===== config.mk =====
export PLATFORM = sky130hd
export DESIGN_NAME = ehc_classify
export DESIGN_NICKNAME = d
export VERILOG_FILES = /design/src/hdl/ehc_pkg.sv /design/src/hdl/ehc_classify.sv
export SDC_FILE = /design/constraint.sdc
export NUM_CORES = 1
export LEC_CHECK = 0
export BUFFER_PORTS_ARGS = -buffer_cell sky130_fd_sc_hd__clkbuf_2
export CAP_MARGIN = 40
export CORE_AREA = 2 2 194 196
export DETAILED_ROUTE_END_ITERATION = 16
export DIE_AREA = 0 0 196 198
export SYNTH_ARGS = -nofsm -noshare
export SYNTH_HDL_FRONTEND = slang
export SYNTH_SLANG_ARGS = --single-unit

===== constraint.sdc =====
create_clock -name vclk -period 13.4
set_clock_uncertainty 0.15 [all_clocks]
set_input_delay 2.01 -clock vclk [all_inputs]
set_output_delay 2.01 -clock vclk [all_outputs]
set_load 0.01 [all_outputs]

===== src/hdl/ehc_pkg.sv =====
`default_nettype none

package ehc_pkg;

	localparam int MAX_FRAME_BYTES_DEF = 65535;
	localparam int IDX_W               = 16;
	localparam int HDR_W               = 8;

	// Frame positions
	localparam logic [IDX_W-1:0] POS_SRC_MAC   = 16'd6;
	localparam logic [IDX_W-1:0] POS_ETYPE     = 16'd12;
	localparam logic [IDX_W-1:0] POS_IHL       = 16'd14;
	localparam logic [IDX_W-1:0] POS_TTL       = 16'd22;
	localparam logic [IDX_W-1:0] POS_PROTO     = 16'd23;
	localparam logic [IDX_W-1:0] POS_SRC_IP    = 16'd26;
	localparam logic [IDX_W-1:0] POS_DST_IP    = 16'd30;
	localparam logic [IDX_W-1:0] ETH_HDR_BYTES = 16'd14;

	// Offsets inside the layer-4 header
	localparam logic [IDX_W-1:0] L4_OFF_P1_HI  = 16'd0;
	localparam logic [IDX_W-1:0] L4_OFF_P1_LO  = 16'd1;
	localparam logic [IDX_W-1:0] L4_OFF_P2_HI  = 16'd2;
	localparam logic [IDX_W-1:0] L4_OFF_P2_LO  = 16'd3;
	localparam logic [IDX_W-1:0] L4_OFF_DOFF   = 16'd12;
	localparam logic [IDX_W-1:0] L4_OFF_FLAGS  = 16'd13;

	localparam logic [HDR_W-1:0] L4_FIXED_BYTES = 8'd8;

	localparam logic [15:0] ETHERTYPE_IPV4 = 16'h0800;
	localparam logic [7:0]  PROTO_ICMP     = 8'd1;
	localparam logic [7:0]  PROTO_TCP      = 8'd6;
	localparam logic [7:0]  PROTO_UDP      = 8'd17;

	localparam logic [2:0] CLASS_TCP    = 3'd0;
	localparam logic [2:0] CLASS_UDP    = 3'd1;
	localparam logic [2:0] CLASS_ICMP   = 3'd2;
	localparam logic [2:0] CLASS_OTHER  = 3'd3;
	localparam logic [2:0] CLASS_NON_IP = 3'd4;

	typedef struct packed {
		logic [7:0] frame_byte;
		logic       last_byte;
	} in_item_t;

	typedef struct packed {
		logic [2:0]  proto_class;
		logic [7:0]  ip_protocol;
		logic [47:0] dst_mac;
		logic [47:0] src_mac;
		logic [31:0] src_ip;
		logic [31:0] dst_ip;
		logic [7:0]  ttl;
		logic [15:0] src_port_or_type;
		logic [15:0] dst_port_or_code;
		logic [5:0]  tcp_flags;
		logic [15:0] frame_length;
		logic [15:0] payload_length;
	} out_item_t;

	typedef struct packed {
		logic [IDX_W-1:0] byte_index;
		logic [47:0]      dst_mac;
		logic [47:0]      src_mac;
		logic [15:0]      ethertype;
		logic [3:0]       ihl;
		logic [7:0]       ttl;
		logic [7:0]       proto;
		logic [31:0]      src_ip;
		logic [31:0]      dst_ip;
		logic [15:0]      port1;
		logic [15:0]      port2;
		logic [3:0]       doff;
		logic [5:0]       flags;
	} hdr_state_t;

endpackage

`default_nettype wire


===== src/hdl/ehc_classify.sv =====
`default_nettype none

module ehc_classify (
	input  ehc_pkg::hdr_state_t state,
	output ehc_pkg::out_item_t  result
);

	logic [ehc_pkg::HDR_W-1:0] hdr_len;
	logic [15:0]               hdr_ext;

	always_comb begin
		result              = '0;
		result.dst_mac      = state.dst_mac;
		result.src_mac      = state.src_mac;
		result.frame_length = state.byte_index;
		hdr_len             = ehc_pkg::HDR_W'(ehc_pkg::ETH_HDR_BYTES);
		if (state.ethertype == ehc_pkg::ETHERTYPE_IPV4) begin
			result.ip_protocol = state.proto;
			result.src_ip      = state.src_ip;
			result.dst_ip      = state.dst_ip;
			result.ttl         = state.ttl;
			hdr_len            = hdr_len + {2'b00, state.ihl, 2'b00};
			case (state.proto)
				ehc_pkg::PROTO_TCP: begin
					result.proto_class      = ehc_pkg::CLASS_TCP;
					result.src_port_or_type = state.port1;
					result.dst_port_or_code = state.port2;
					result.tcp_flags        = state.flags;
					hdr_len                 = hdr_len + {2'b00, state.doff, 2'b00};
				end
				ehc_pkg::PROTO_UDP: begin
					result.proto_class      = ehc_pkg::CLASS_UDP;
					result.src_port_or_type = state.port1;
					result.dst_port_or_code = state.port2;
					hdr_len                 = hdr_len + ehc_pkg::L4_FIXED_BYTES;
				end
				ehc_pkg::PROTO_ICMP: begin
					result.proto_class      = ehc_pkg::CLASS_ICMP;
					result.src_port_or_type = {8'd0, state.port1[15:8]};
					result.dst_port_or_code = {8'd0, state.port1[7:0]};
					hdr_len                 = hdr_len + ehc_pkg::L4_FIXED_BYTES;
				end
				default: result.proto_class = ehc_pkg::CLASS_OTHER;
			endcase
		end else begin
			result.proto_class = ehc_pkg::CLASS_NON_IP;
		end
		hdr_ext = {8'd0, hdr_len};
		// clamp at zero on short frames
		result.payload_length = (state.byte_index > hdr_ext) ?
			(state.byte_index - hdr_ext) : 16'd0;
	end

endmodule

`default_nettype wire


# Yosys cells after proc, flatten, opt, wreduce, memory -nomap -nowiden
# Cells that the tools add are included.
[word_totals]
in_bits = 254
mem_bits_rw = 0
ff_bits = 0
mem_bits_ro = 0
output_inout_bits = 249
memories = 0
wordCells = 20
latchBits = 0
[op_classes]
div_mod_pow = 0
eq_ne = 4
magnitude_cmp = 1
shift = 0
n_bitwise = 0
add_sub_neg = 4
reduce_logical = 2
multipliers = 0
mux = 9
[ops]
columns = ["op", "count"]
rows = [
  ["110-bit 2-to-1 mux", 1],
  ["32-bit case mux with 2 select lines", 1],
  ["16-bit by 12-bit equality test with 1-bit output, second input constant", 1],
  ["16-bit by 8-bit greater-than comparator with 1-bit output", 1],
  ["16-bit 2-to-1 mux", 1],
  ["8-bit 2-to-1 mux", 2],
  ["8-bit case mux with 2 select lines", 1],
  ["16-bit by 8-bit subtractor with 16-bit output", 1],
  ["7-bit by 4-bit adder with 8-bit output, second input constant", 1],
  ["7-bit by 6-bit adder with 8-bit output", 1],
  ["8-bit by 1-bit equality test with 1-bit output, second input constant", 1],
  ["8-bit by 3-bit equality test with 1-bit output, second input constant", 1],
  ["8-bit by 5-bit equality test with 1-bit output, second input constant", 1],
  ["4-bit by 6-bit adder with 7-bit output, first input constant", 1],
  ["6-bit 2-to-1 mux", 1],
  ["2-bit case mux with 3 select lines", 1],
  ["2-bit OR reduction", 2],
  ["3-bit 2-to-1 mux", 1],
]

# Logic depth before layout (Yosys ltp)
[depth]
depth_word = 6
mapped_depth = 17
depth_no_buf = 16

# Worst setup path after synthesis
# Ideal clock, no wire load.
[synth_timing]
path_kind = "input to output"
startpoint = "input port state[122] in the netlist's numbering"
endpoint = "output port result[11] in the netlist's numbering"
t_required_ns = 11.240
arrival_time_ns = 5.027
stages = 16
slack_ns = 6.213
n_path_buf = 1
path_cell_list = "inv_1 ha_1 xor2_1 inv_1 ha_1 a21o_1 a21oi_1 nor3_1 o311ai_0 ha_1 clkbuf_2 nor4_1 nor2_1 o21a_1 or4_1 a21oi_1"
[synth_rtl]
columns = ["element", "line", "text"]
rows = [
  ["start, declared", "ehc_classify.sv:4", "input ehc_pkg::hdr_state_t state,"],
  ["end, declared", "ehc_classify.sv:5", "output ehc_pkg::out_item_t result"],
]

==> results.yml <==
synth:
  ys_top_cells_by_count: "112 x buf_4, 81 x and2_1, 35 x nor2_1"
  syn-cell-area_sq_mm: 0.002781
  synth.avg_cell_area_sq_um: 6.735
  yosysTopAreaCell: "buf_4"
  syn-num-nets: 681
  synthCells: 413
  yosysSeqAreaShare_pct: 0
  yosys_warnings: 0
  ys_types: 57
  synthTopCellsByArea: "buf_4 30%, and2_1 18%, ha_1 5.4%"
  synth_top_area_share_pct: 30.23
  synth_most_common_cell: "buf_4"
placement:
  dpl.hpwl_um: 14850
  placed_area_sq_mm: 0.004016
  gp_congestion: 0.7743
  place.port_buffers: 311
  place_inst: 1068
route:
  viasPerCell: 3.290
  ant_nets: 0
  post-route-drc-count: 0
  drt_iter0_drc: 166
  num_vias: 3517
  wl_um: 16620
  wl_per_cell_um: 15.54
  firstDrtPassIters: 4
sta:
  relSlewSlack_pct: 48.84
  rsz0062_at_grt: "no"
  drv_slew: 0
  worst_pin_slew_ps: 761.5
  fin_crit_sh_pct: 58.48
  finalCriticalPeriod_ps: 7837
  fmax_ghz: 0.1276
  setup_viol: 0
  fin_tns_setup_ps: 0
  hold_viol: 0
floorplan:
  core_sq_mm: 0.03696
  io_pins: 503
  die-area_sq_mm: 0.03881
  fp-row-count: 71
  dieHeight_um: 198
  die_width_um: 196
  initial_core_util_pct: 7.526
global_routing:
  grt_util_all_layers_pct: 7.489
  grt_pass1_wl_um: 21030
  antenna_found_initial: 8
  grt_max_degree: 87
  grt_overflow: 0
  grt_pass1_vias: 3095
pwr:
  switchingPower_w: 0.00003445
  power_frac_seq_pct: 0
  internal_power_w: 0.00003327
  p_per_area_mw_per_mm2: 16.85
  power.leakage_nw: 2.143
  pwr-share-clk_pct: 0
  netSwitchingFraction_pct: 50.86
  irDropWorstVdd_mv: 0.007454
  combPwrFrac_pct: 100.0
cells_and_area:
  final_layout_size_suffix_gt1_share_pct: 54.71
  stdcell_area_sq_mm: 0.004019
  nFlopsAndLatches: 0
  finalNetCount: 864
  layoutNonFillerInstCount: 1069
  regArea_sq_um: 0
  clockBufferCount: 0
  area_delta_synth_final_pct: 44.49
critical_path:
  cp.required_ps: 11240
  arrival_ps: 5680
  slowest_stage: "or4_1"
  crit_type: "in2out"
  start_kind: "input port"
  crit_path_end_kind: "primary output"
  cp_common_cell: "clkbuf_2"
  worstPathCellList: "clkbuf_2 -> or4_1 -> nor2_1 -> mux2i_1 -> and2_1 -> ha_1 -> a211oi_1 -> o21ai_0 -> a31o_2 -> a21oi_4 -> nor3_1 -> clkbuf_2"
  max_stage_delay_ps: 700
  critPathMaxFanout: 10
min_path:
  hp-class: "in2out"
  hold_path_depth: 0
job:
  maxCapViolations: 0
run_status:
  status: "complete, no violations"
clock_tree:
  postCtsHoldBufs: 0
  ctsResizeCount: 0
  post_cts_buffers: 0
[area by class of cell]
type	count	area (sq um)
Timing Repair Buffer	314	1579
Tap cell	474	593.1
Multi-Input combinational cell	271	1810
Fill cell	4334	32940
Antenna cell	1	2.502
Inverter	9	33.78
[critical path, delay by kind of cell]
kind | cells | cell delay, ps
fa+ha+maj | 1 | 250
compound gates | 4 | 1160
mux | 1 | 350
simple gates | 4 | 1640
buf+inv | 2 | 280
[path summary, 6_finish.rpt]
path	startpoint	end	slack, ps
worst max-delay path	state[106]	result[3]	5560
worst min-delay path	state[160]	result[160]	3870
[per-stage QoR]
stage,hold WS (ps),setup slack (ps),total power [W],utilization [%]
global route,3870,5304,0.00007457,10.87
floorplan,3914,6213,0.00006130,-
CTS,3870,5452,0.00006850,10.87
global placement,3870,5564,0.00006635,10.87
finish,3870,5563,0.00006772,10.87
detailed placement,3870,5451,0.00006799,10.87
[cell usage in the layout, fill, tap and decap left out, types with 2 or more instances in the layout]
cell,Yosys,routed
buf_4,112,3
nor2_1,35,35
and2_1,81,81
o31ai_1,4,4
xor2_1,3,3
o22ai_1,2,2
clkbuf_2,2,311
o21a_1,2,2
or4_1,3,3
a22oi_1,16,16
nand2_1,12,12
nor4b_1,2,2
a21o_1,4,4
fa_1,2,2
nor4_1,4,4
nor3_1,5,5
a21oi_1,9,9
nand4_1,3,3
and3_1,22,22
nand3_1,2,2
a211oi_1,3,3
ha_1,12,12
o21ai_0,10,10
xnor2_1,5,5
inv_1,9,9
mux2i_1,2,2
[cells by family after synthesis]
| group | Yosys count | share of synthesized area (%) |
|---|---|---|
| multiplexers | 3 | 1.125 |
| adder cells (fa/ha/maj) | 14 | 6.838 |
| buffers and inverters | 142 | 35.00 |
| XOR/XNOR | 8 | 2.519 |
| AND/OR/NAND/NOR | 183 | 38.60 |
| AO/OA/AOI/OAI | 63 | 15.93 |
[routing by layer]
metal / vias to the layer above / part of all wire, % / GRT usage [%]
met1: 1568 / 42 / 9.545
met3: 76 / 11 / 3.253
met2: 195 / 42 / 10.91
li1: 1664 / - / -
met5: - / 0.54 / 0
met4: 14 / 4.3 / 3.199
[power by group through the flow]
| stage | sequential (W) | clock, W | combinational (W) |
|---|---|---|---|
| after floorplan | 0 | 0 | 0.0000613 |
| after global placement | 0 | 0 | 0.0000663 |
| after detailed placement | 0 | 0 | 0.0000680 |
| after CTS | 0 | 0 | 0.0000685 |
| after global routing | 0 | 0 | 0.0000746 |
| final | 0 | 0.0000000000101 | 0.0000677 |
(Power assumes the default switching activity.)
