===== src/hdl/ehc_pkg.sv =====
`default_nettype none

package ehc_pkg;

	localparam int MAX_FRAME_BYTES_DEF = 65535;
	localparam int IDX_W               = 16;
	localparam int HDR_W               = 8;

	// Frame positions
	localparam logic [IDX_W-1:0] POS_SRC_MAC   = 16'd6;
	localparam logic [IDX_W-1:0] POS_ETYPE     = 16'd12;
	localparam logic [IDX_W-1:0] POS_IHL       = 16'd14;
	localparam logic [IDX_W-1:0] POS_TTL       = 16'd22;
	localparam logic [IDX_W-1:0] POS_PROTO     = 16'd23;
	localparam logic [IDX_W-1:0] POS_SRC_IP    = 16'd26;
	localparam logic [IDX_W-1:0] POS_DST_IP    = 16'd30;
	localparam logic [IDX_W-1:0] ETH_HDR_BYTES = 16'd14;

	// Offsets inside the layer-4 header
	localparam logic [IDX_W-1:0] L4_OFF_P1_HI  = 16'd0;
	localparam logic [IDX_W-1:0] L4_OFF_P1_LO  = 16'd1;
	localparam logic [IDX_W-1:0] L4_OFF_P2_HI  = 16'd2;
	localparam logic [IDX_W-1:0] L4_OFF_P2_LO  = 16'd3;
	localparam logic [IDX_W-1:0] L4_OFF_DOFF   = 16'd12;
	localparam logic [IDX_W-1:0] L4_OFF_FLAGS  = 16'd13;

	localparam logic [HDR_W-1:0] L4_FIXED_BYTES = 8'd8;

	localparam logic [15:0] ETHERTYPE_IPV4 = 16'h0800;
	localparam logic [7:0]  PROTO_ICMP     = 8'd1;
	localparam logic [7:0]  PROTO_TCP      = 8'd6;
	localparam logic [7:0]  PROTO_UDP      = 8'd17;

	localparam logic [2:0] CLASS_TCP    = 3'd0;
	localparam logic [2:0] CLASS_UDP    = 3'd1;
	localparam logic [2:0] CLASS_ICMP   = 3'd2;
	localparam logic [2:0] CLASS_OTHER  = 3'd3;
	localparam logic [2:0] CLASS_NON_IP = 3'd4;

	typedef struct packed {
		logic [7:0] frame_byte;
		logic       last_byte;
	} in_item_t;

	typedef struct packed {
		logic [2:0]  proto_class;
		logic [7:0]  ip_protocol;
		logic [47:0] dst_mac;
		logic [47:0] src_mac;
		logic [31:0] src_ip;
		logic [31:0] dst_ip;
		logic [7:0]  ttl;
		logic [15:0] src_port_or_type;
		logic [15:0] dst_port_or_code;
		logic [5:0]  tcp_flags;
		logic [15:0] frame_length;
		logic [15:0] payload_length;
	} out_item_t;

	typedef struct packed {
		logic [IDX_W-1:0] byte_index;
		logic [47:0]      dst_mac;
		logic [47:0]      src_mac;
		logic [15:0]      ethertype;
		logic [3:0]       ihl;
		logic [7:0]       ttl;
		logic [7:0]       proto;
		logic [31:0]      src_ip;
		logic [31:0]      dst_ip;
		logic [15:0]      port1;
		logic [15:0]      port2;
		logic [3:0]       doff;
		logic [5:0]       flags;
	} hdr_state_t;

endpackage

`default_nettype wire


===== src/hdl/ehc_capture.sv =====
`default_nettype none

module ehc_capture #(
	parameter int MAX_FRAME_BYTES = ehc_pkg::MAX_FRAME_BYTES_DEF
) (
	input  wire logic               clk,
	input  wire logic               arst_n,
	input  wire logic               step,
	input  wire logic [7:0]         frame_byte,
	input  wire logic               last_byte,
	output ehc_pkg::hdr_state_t     state_nxt
);

	ehc_pkg::hdr_state_t             state_q;
	logic [ehc_pkg::IDX_W-1:0]       pos;
	logic [3:0]                      ihl_eff;
	logic [ehc_pkg::IDX_W-1:0]       l4_start;
	logic [ehc_pkg::IDX_W-1:0]       l4_off;

	assign pos      = state_q.byte_index;
	// the header-length byte places the layer-4 header by its own value
	assign ihl_eff  = (pos == ehc_pkg::POS_IHL) ? frame_byte[3:0] : state_q.ihl;
	assign l4_start = ehc_pkg::ETH_HDR_BYTES + {10'd0, ihl_eff, 2'b00};
	assign l4_off   = pos - l4_start;

	always_comb begin
		state_nxt = state_q;
		if (pos < ehc_pkg::IDX_W'(MAX_FRAME_BYTES)) begin
			state_nxt.byte_index = pos + 1'b1;
			for (int i = 0; i < 6; i++) begin
				if (pos == ehc_pkg::IDX_W'(i))
					state_nxt.dst_mac[8*(5-i) +: 8] = frame_byte;
				if (pos == ehc_pkg::POS_SRC_MAC + ehc_pkg::IDX_W'(i))
					state_nxt.src_mac[8*(5-i) +: 8] = frame_byte;
			end
			for (int i = 0; i < 2; i++) begin
				if (pos == ehc_pkg::POS_ETYPE + ehc_pkg::IDX_W'(i))
					state_nxt.ethertype[8*(1-i) +: 8] = frame_byte;
			end
			for (int i = 0; i < 4; i++) begin
				if (pos == ehc_pkg::POS_SRC_IP + ehc_pkg::IDX_W'(i))
					state_nxt.src_ip[8*(3-i) +: 8] = frame_byte;
				if (pos == ehc_pkg::POS_DST_IP + ehc_pkg::IDX_W'(i))
					state_nxt.dst_ip[8*(3-i) +: 8] = frame_byte;
			end
			if (pos == ehc_pkg::POS_IHL)
				state_nxt.ihl = frame_byte[3:0];
			if (pos == ehc_pkg::POS_TTL)
				state_nxt.ttl = frame_byte;
			if (pos == ehc_pkg::POS_PROTO)
				state_nxt.proto = frame_byte;
			if (pos >= l4_start) begin
				unique case (l4_off)
					ehc_pkg::L4_OFF_P1_HI: state_nxt.port1[15:8] = frame_byte;
					ehc_pkg::L4_OFF_P1_LO: state_nxt.port1[7:0]  = frame_byte;
					ehc_pkg::L4_OFF_P2_HI: state_nxt.port2[15:8] = frame_byte;
					ehc_pkg::L4_OFF_P2_LO: state_nxt.port2[7:0]  = frame_byte;
					ehc_pkg::L4_OFF_DOFF:  state_nxt.doff = frame_byte[7:4];
					ehc_pkg::L4_OFF_FLAGS: begin
						// reorder to URG PSH RST FIN ACK SYN
						state_nxt.flags = {frame_byte[5], frame_byte[3], frame_byte[2],
							frame_byte[0], frame_byte[4], frame_byte[1]};
					end
					default: ;
				endcase
			end
		end
	end

	// clear after the last byte so the next frame starts clean
	always_ff @(posedge clk or negedge arst_n) begin
		if (!arst_n) begin
			state_q <= '0;
		end else if (step) begin
			state_q <= last_byte ? '0 : state_nxt;
		end
	end

endmodule

`default_nettype wire


===== config.mk =====
export PLATFORM = sky130hd
export DESIGN_NAME = ehc_capture
export DESIGN_NICKNAME = d
export VERILOG_FILES = /design/src/hdl/ehc_pkg.sv /design/src/hdl/ehc_capture.sv
export SDC_FILE = /design/constraint.sdc
export NUM_CORES = 1
export LEC_CHECK = 0
export BUFFER_PORTS_ARGS = -buffer_cell sky130_fd_sc_hd__buf_4
export CORE_MARGIN = 3
export CORE_UTILIZATION = 40
export CTS_CLUSTER_DIAMETER = 150
export DETAILED_ROUTE_END_ITERATION = 8
export GPL_TIMING_DRIVEN = 0
export HOLD_SLACK_MARGIN = 0.15
export PLACE_DENSITY_LB_ADDON = 0.1
export SLEW_MARGIN = 25
export SYNTH_ARGS = -nofsm -noshare
export SYNTH_HDL_FRONTEND = slang
export SYNTH_SLANG_ARGS = --single-unit

===== constraint.sdc =====
create_clock -name clk -period 6.2 [get_ports clk]
set_input_delay 0.62 -clock clk [delete_from_list [all_inputs] [get_ports clk]]
set_output_delay 0.62 -clock clk [all_outputs]
set_load 0.005 [all_outputs]

# After elaboration in Yosys (flattened, before gate mapping)
# Cells that the tools add are included.
[word_totals]
input_bits = 12
reg_bits = 254
out_inout_bits = 254
[op_classes]
n_mux = 34
order_cmp = 2
eq_ne = 29
reduce_logical = 2
n_addsub = 3
[ops]
columns = ["op", "count"]
rows = [
  ["$mux W254", 2],
  ["$mux W8", 28],
  ["$eq A16 B4 Y1 const B", 9],
  ["$eq A16 B5 Y1 const B", 8],
  ["$eq A16 B2 Y1 const B", 4],
  ["$eq A16 B3 Y1 const B", 4],
  ["$mux W42", 1],
  ["$eq A16 B1 Y1 const B", 2],
  ["$eq A16 B6 Y1 const B", 2],
  ["$logic_not A16 Y1", 2],
  ["$add A16 B1 Y16 const B", 1],
  ["$ge A16 B7 Y1", 1],
  ["$lt A16 B16 Y1 const B", 1],
  ["$sub A16 B7 Y16", 1],
  ["$mux W4", 2],
  ["$add A4 B6 Y7 const A", 1],
  ["$mux W6", 1],
]

# Depth between registers and ports, before layout
# Gate-level depths: netlist of run 1.
[logic_depth]
ltp_word = 9
depth_mapped = 19
ltp_nobuf = 15

# Worst setup path before layout of run 1
# OpenSTA, ideal clock, no wires.
[synth_path]
path_kind = "register to output"
startpoint = "register state_q, in the netlist pos[10]"
endpoint = "output port state_nxt[38] (netlist bit)"
path_buffers = 3
arrival_ps = 4757
setup_slack_ps = 823
stages_incl_launch_ff = 18
path_cell_list = "dfrtp_1 clkbuf_1 nor4_1 nand4_1 nor2_1 nand2_1 mux2i_1 ha_1 or3_1 ha_1 nand4b_1 a211o_1 a311o_1 or4_4 or4_1 buf_2 buf_6 mux2_4"
[synth_lines]
columns = ["element", "line_no", "rtl"]
rows = [
  ["start, declared", "ehc_capture.sv:14", "ehc_pkg::hdr_state_t state_q;"],
  ["start signal, assigned", "ehc_capture.sv:75", "state_q <= last_byte ? '0 : state_nxt;"],
  ["end, declared", "ehc_capture.sv:11", "output ehc_pkg::hdr_state_t state_nxt"],
]

==> reports/results.txt, run 1 <==
Synth Register Bits: 254
Post-Place Worst Slack: -0.352 ns
P_leak: 0.00863 uW
Iter 0 DRT Violations: 1,424
Synth Cell Area: 15,400 sq um
Reg clk slew, reported paths: 0.06 ns
Post-synth top flop: dfrtp_1
Sum Neg Setup Slack: -0.0488 ns
Fin. Hold Viols: 0
TritonCTS clock tree: yes
RSZ-0062 raised after global routing: yes
Area grow syn2layout: 27.5%
Placer Congestion: 0.853
Maximum clock frequency: 161 MHz
WS Path Type: reg2out
Design area: 19,700 sq um
Final setup violation count: 10
Worst Setup Slack, final: -0.0152 ns
Initial core utilization: 0.408
Commonest non-fill, non-tap cell in the layout: buf_4
Post-Syn Nets: 1,462
DRC violations left: 0
Diodes inserted: 0
Synth Instances: 1,439
Vias in the first global route: 13,694
H-tree depth: 1
Vias per cell: 6.17
CP arrival: 5.60 ns
HP Class: in2async
Failing checks: setup timing
Vias: 14,130
I/O pin total: 266
Sequential cell area: 6360 sq um
First-pass DRT Iterations: 7
CORE AREA: 37,800 sq um
Largest net degree at the start of global routing: 83
GR Overflow Total: 0
Yosys warns: 0
IO Port Bufs: 257
Cell Rows: 71
Post-synth EDFFs: 0
Worst path max stage delay: 0.59 ns
Pwr dens: 279 nW/um^2
Setup crit end kind: output pin
Worst IR Drop VDD: 0.262 mV
HPWL after DPL: 41,000 microns
Total Wirelength: 61,200 microns
Slew Viols, Final: 0
Fin crit share: 1.00
Async set-or-reset flop fraction in the synthesized netlist: 1.00
Total CTS buffers: 29
Avg WL per Cell: 26.7 microns
Worst slew pin tran: 1.05 ns
Post-route minimum period: 6.22 ns
Clock Path Buffers: 3
Worst path required time: 5.58 ns
Synth unique cells: 63
Syn avg cell area: 10.7 sq um
Slowest-stage cell, CP: or4_4
Nets: 1,783
CP Max Fanout: 9
DIE HEIGHT: 202 microns
Relative slew slack: 0.301
Max-cap check violation count: 0
First-pass GRT wire length: 89,200 microns
Multi-input logic area: 8430 sq um
Post-DRT Antenna Nets: 0
Outcome: finished with violations
Top delay family on crit path: simple AND/OR/NAND/NOR gates
Worst-Skew Late Latency: 0.57 ns
Crit-path most repeated cell: buf_6
Clk sinks: 254
Critical path launch point type: flop
Share of cells above drive strength 1: 0.357
Layout Skew: 0.0169 ns
CP cell instances: nor4_4 > nand4_1 > nor2_2 > nand2_4 > buf_6 > mux2i_4 > a211oi_2 > xnor2_1 > ha_1 > buf_6 > nand4b_1 > a211o_1 > a311o_1 > or4_4 > or4_4 > buf_8 > mux2_4 > buf_6
Placed Area: 18,100 sq um
Antenna violations before repair: 0
Register area share after synthesis: 0.412
Number of buffers and inverters on the critical path: 4
Die W: 202 microns
Die ar.: 40,900 sq um
Tot GR Track Use: 0.283
Fill count: 3,498
Root Buffer: clkbuf_16
Commonest cells after routing, fill and taps aside: buf_4 (264), dfrtp_1 (250), mux2_2 (221)
## cell type report
class,instances,share of cell area
multi-input cells,973,0.429
flip-flops and latches,254,0.323
repair buffers,296,0.122
clock buffers,42,0.0435
plain buffers,161,0.0356
well taps,511,0.0325
inverters,45,0.00859
clock inverters,9,0.00560
## timing repair
item                                    in CTS  in global routing
gates resized for setup                     27                 56
pin swaps                                    7                  5
gates cloned                                 0                  3
endpoints found under the hold margin       20                  0
hold buffers                                 1                  0
setup buffers                               11                 18
endpoints found under the setup margin      42                 42
## sequential cells by signal (all words and copies together), names as in the netlist
signal,flops
pos,16
state_q,238
## cells in the mapped netlist (2+ instances only)
cell       number  area (sq um)
o2bb2ai_1     195          1710
or2_2           4          25.0
nor2_1         40           150
o31ai_1         5          37.5
and3_1          3          18.8
a211oi_1        2          15.0
nor4_1          7          43.8
and2_1          4          25.0
nand4_1         4          25.0
o21a_1          3          22.5
mux2i_1         4          40.0
nor3_1         21           105
buf_1           6          22.5
buf_4           3          22.5
a221o_1        10           100
a21oi_1         9          45.0
or4_1           5          37.5
a22oi_1       192          1440
inv_1          44           165
mux2_1          9           101
o221ai_1       33           289
mux2_2        216          2430
and4_1          3          26.3
clkbuf_1      144           541
nand2b_1        7          43.8
buf_6           4          45.0
ha_1           10           125
o22ai_1         2          12.5
o21ai_0        17          85.1
a22o_1         12           105
nand3_1         7          35.0
or3_1           4          25.0
nand3b_1       42           315
xnor2_1        10          87.6
nor2b_1        11          68.8
mux2_4         12           180
a21o_1          4          30.0
o211ai_1        2          15.0
dfrtp_1       254          6360
buf_2          10          50.1
xor2_1          5          43.8
nand2_1        39           146
## routing by layer
metal  vias up  GRT usage  wire length [microns]
li1       6240          -                      -
met1      7173      0.401                  26400
met2       603      0.451                  28300
met3       114     0.0464                   4610
met4         0     0.0780                   1940
met5         -          0                      0
## cells by family after synthesis
| group | Yosys count | synth area share |
|---|---|---|
| compound gates | 498 | 0.260 |
| mux | 241 | 0.179 |
| simple gates | 208 | 0.0759 |
| buf+inv | 212 | 0.0551 |
| fa+ha+maj | 11 | 0.00941 |
| flops | 254 | 0.412 |
| xor+xnor | 15 | 0.00852 |
## power by group
group,internal (uW),switching (uW)
sequential,1920,210
combinational,850,727
clock,1040,743
total,3810,1680
## final timing paths
path                              start       endpoint  slack [ns]  depth (start not counted)
max                              pos[8]  state_nxt[16]       -0.02                         18
min in group clk           state_q[142]   state_q[142]        0.51                          1
min                              arst_n         pos[8]        0.49                          2
max in group asynchronous        arst_n    state_q[89]        4.61                          4
max reg2reg                      pos[8]     state_q[5]        1.00                         21
min reg2reg                state_q[142]   state_q[142]        0.51                          1
## metrics by stage
step                hold slack (ns)  power (uW)  instances   util
floorplan                     0.324        2910       1439      -
global placement              0.473        3670       2207  0.475
detailed placement            0.478        3710       2213  0.479
CTS                           0.491        5490       2271  0.510
global route                  0.498        5720       2291  0.520
finish                        0.493        5490       2291  0.520
Note: power is estimated with default switching activity, not from simulation.
==> inputs of run 2 (changes only) <==
Settings changed: GPL_TIMING_DRIVEN 0 to default, SETUP_SLACK_MARGIN from default to 0.02.
==> reports/results.txt, run 2 (synthesis gave the netlist of run 1 again) <==
Worst path max stage delay: 0.61 ns (+0.02 ns)
Worst Setup Slack, final: 0.143 ns (+0.158 ns)
Slowest-stage cell, CP: or4_4
Maximum clock frequency: 165 MHz (+2.6%)
Post-DRT Antenna Nets: 0 (unchanged)
Fill count: 3,448 (-1.4%)
Largest net degree at the start of global routing: 128 (+54%)
Share of cells above drive strength 1: 0.383 (+0.0264)
Outcome: finished, final reports clean
Clock Path Buffers: 3 (unchanged)
Clk sinks: 254 (unchanged)
Total Wirelength: 51,400 microns (-16%)
P_leak: 0.00847 uW (-1.9%)
Area grow syn2layout: 23.6%
Fin. Hold Viols: 0 (unchanged)
GR Util met2: 0.363 (-0.0881)
Post-route minimum period: 6.06 ns (-0.158 ns)
H-tree depth: 1 (unchanged)
Nets: 1,638 (-8.1%)
Avg WL per Cell: 23.9 microns (-10%)
Commonest non-fill, non-tap cell in the layout: buf_4
Tot GR Track Use: 0.239 (-0.0440)
CORE AREA: 37,800 sq um (unchanged)
Max-cap check violation count: 0 (unchanged)
IO Port Bufs: 265 (+3.1%)
Met1 Use GR: 0.364 (-0.0366)
DRC violations left: 0 (unchanged)
Relative slew slack: 0.343 (+0.0426)
Total CTS buffers: 30 (+3.4%)
Hold EP: state_q[125]
Slew Viols, Final: 0 (unchanged)
Reg-to-Reg End: state_q[16]
Diodes inserted: 0 (unchanged)
HPWL after DPL: 30,700 microns (-25%)
Setup crit end kind: output pin
Placer Congestion: 0.870 (+2.1%)
Worst IR Drop VDD: 0.241 mV (-8.2%)
Commonest cells after routing, fill and taps aside: buf_4 (301), dfrtp_1 (251), mux2_2 (216)
Final cell count without fillers: 2,150 (-6.2%)
Top delay family on crit path: simple AND/OR/NAND/NOR gates
GR Overflow Total: 0 (unchanged)
CP cell instances: nor4_4 > nand4_1 > nor2_2 > nand2_4 > mux2i_4 > ha_2 > or3_4 > ha_4 > buf_6 > buf_6 > nor4_4 > nor3_2 > a22o_1 > or4_4 > or4_4 > buf_12 > mux2_4 > buf_4
Iter 0 DRT Violations: 977 (-31%)
Die W: 202 microns (unchanged)
Sum Neg Setup Slack: 0 ns (+0.0488 ns)
First-pass DRT Iterations: 5 (-2)
Fin crit share: 0.977 (-0.0255)
Post-Place Worst Slack: 0.187 ns (+0.540 ns)
Reg clk slew, reported paths: 0.06 ns (about the same)
Cell Rows: 71 (unchanged)
CP arrival: 5.44 ns (-0.16 ns)
Most flop-heavy register: state_q
Met3 track demand over resource: 0.0311 (-0.0153)
Number of buffers and inverters on the critical path: 4 (unchanged)
First-pass GRT wire length: 78,100 microns (-13%)
Reg2Reg Depth: 19 (-9.5%)
Vias: 13,123 (-7.1%)
I/O pin total: 266 (unchanged)
Layout Skew: 0.0225 ns (+0.00560 ns)
Worst-Skew Late Latency: 0.57 ns (about the same)
Pwr dens: 289 nW/um^2 (+3.6%)
Hold_sp: frame_byte[3]
Die ar.: 40,900 sq um (unchanged)
Placed Cells: 2,080 (-6.0%)
Final setup violation count: 0 (-10)
FF-to-FF setup slack: 1.27 ns (+0.27 ns)
Worst path required time: 5.58 ns (about the same)
Vias in the first global route: 12,449 (-9.1%)
TritonCTS clock tree: yes
CP Max Fanout: 8 (-1)
Critical path launch point type: flop
Vias per cell: 6.10 (-1.0%)
Root Buffer: clkbuf_16
Initial core utilization: 0.408 (unchanged)
Antenna violations before repair: 0 (unchanged)
Worst hold path depth: 3
Worst slew pin tran: 0.982 ns (-0.0675 ns)
WS Path Type: reg2out
RSZ-0062 raised after global routing: no
Max FFs per register: 238 (unchanged)
GRT Max-Usage Layer: met1
DIE HEIGHT: 202 microns (unchanged)
HP Class: in2reg
Worst r2r src: pos[12]
[run 2: cell types whose count changed in the layout (fill, tap and decap cells not counted), sizes merged]
| cell | delta |
|---|---|
| clkinv | -3 |
| inv | -1 |
| buf | -4 |
| clkbuf | -136 |
| bufinv | +1 |
| clkinvlp | +2 |
[run 2: cell type report]
class,count,area (sq um),share of cell area
Multi-Input combinational cell,973,8390,0.440
Sequential cell,254,6360,0.334
Timing Repair Buffer,311,2430,0.127
Clock buffer,48,938,0.0492
Tap cell,511,639,0.0335
Inverter,45,176,0.00925
Clock inverter,8,131,0.00689
[run 2: report_power, final]
| part | switching [uW] | internal, uW | leakage, uW |
|---|---|---|---|
| Sequential | 213 | 1920 | 0.00345 |
| Combinational | 655 | 824 | 0.00449 |
| Clock | 739 | 1160 | 0.000520 |
[run 2: per-stage QoR]
step	power (uW)	util	hold WS (ns)	cell area, sq um
3_5_place_dp	3640	0.466	0.480	17600
2_1_floorplan	2910	-	0.324	15400
3_3_place_gp	3620	0.466	0.486	17600
6_report	5510	0.504	0.469	19100
4_1_cts	5550	0.495	0.181	18700
5_1_grt	5780	0.504	0.470	19100
[run 2: tightest hold or removal path, stage by stage]
cell       delay, ns
buf_4           0.11
mux2i_2         0.09
o2bb2ai_1       0.16
[run 2: what timing repair did]
action,in CTS,in global routing
pin swaps,3,12
hold buffers,0,1
resized for setup,6,40
setup buffers,3,7
gates cloned,0,2
endpoints found under the hold margin,0,30
setup endpoints to repair,42,42
[run 2: worst max-delay path by stage]
stage / startpoint / end / cells past startpoint
after floorplan: pos[10] / state_nxt[38] / 17
after global placement: pos[12] / state_nxt[24] / 16
after detailed placement: pos[10] / state_nxt[22] / 15
after CTS: pos[15] / state_nxt[11] / 16
after global routing: pos[12] / state_nxt[16] / 18
final: pos[12] / state_nxt[16] / 18
[run 2: layer usage]
layer	wire length, microns	up-vias
met5	0	-
met4	1110	0
met3	2930	67
met2	23500	414
met1	23900	6692
li1	-	5950
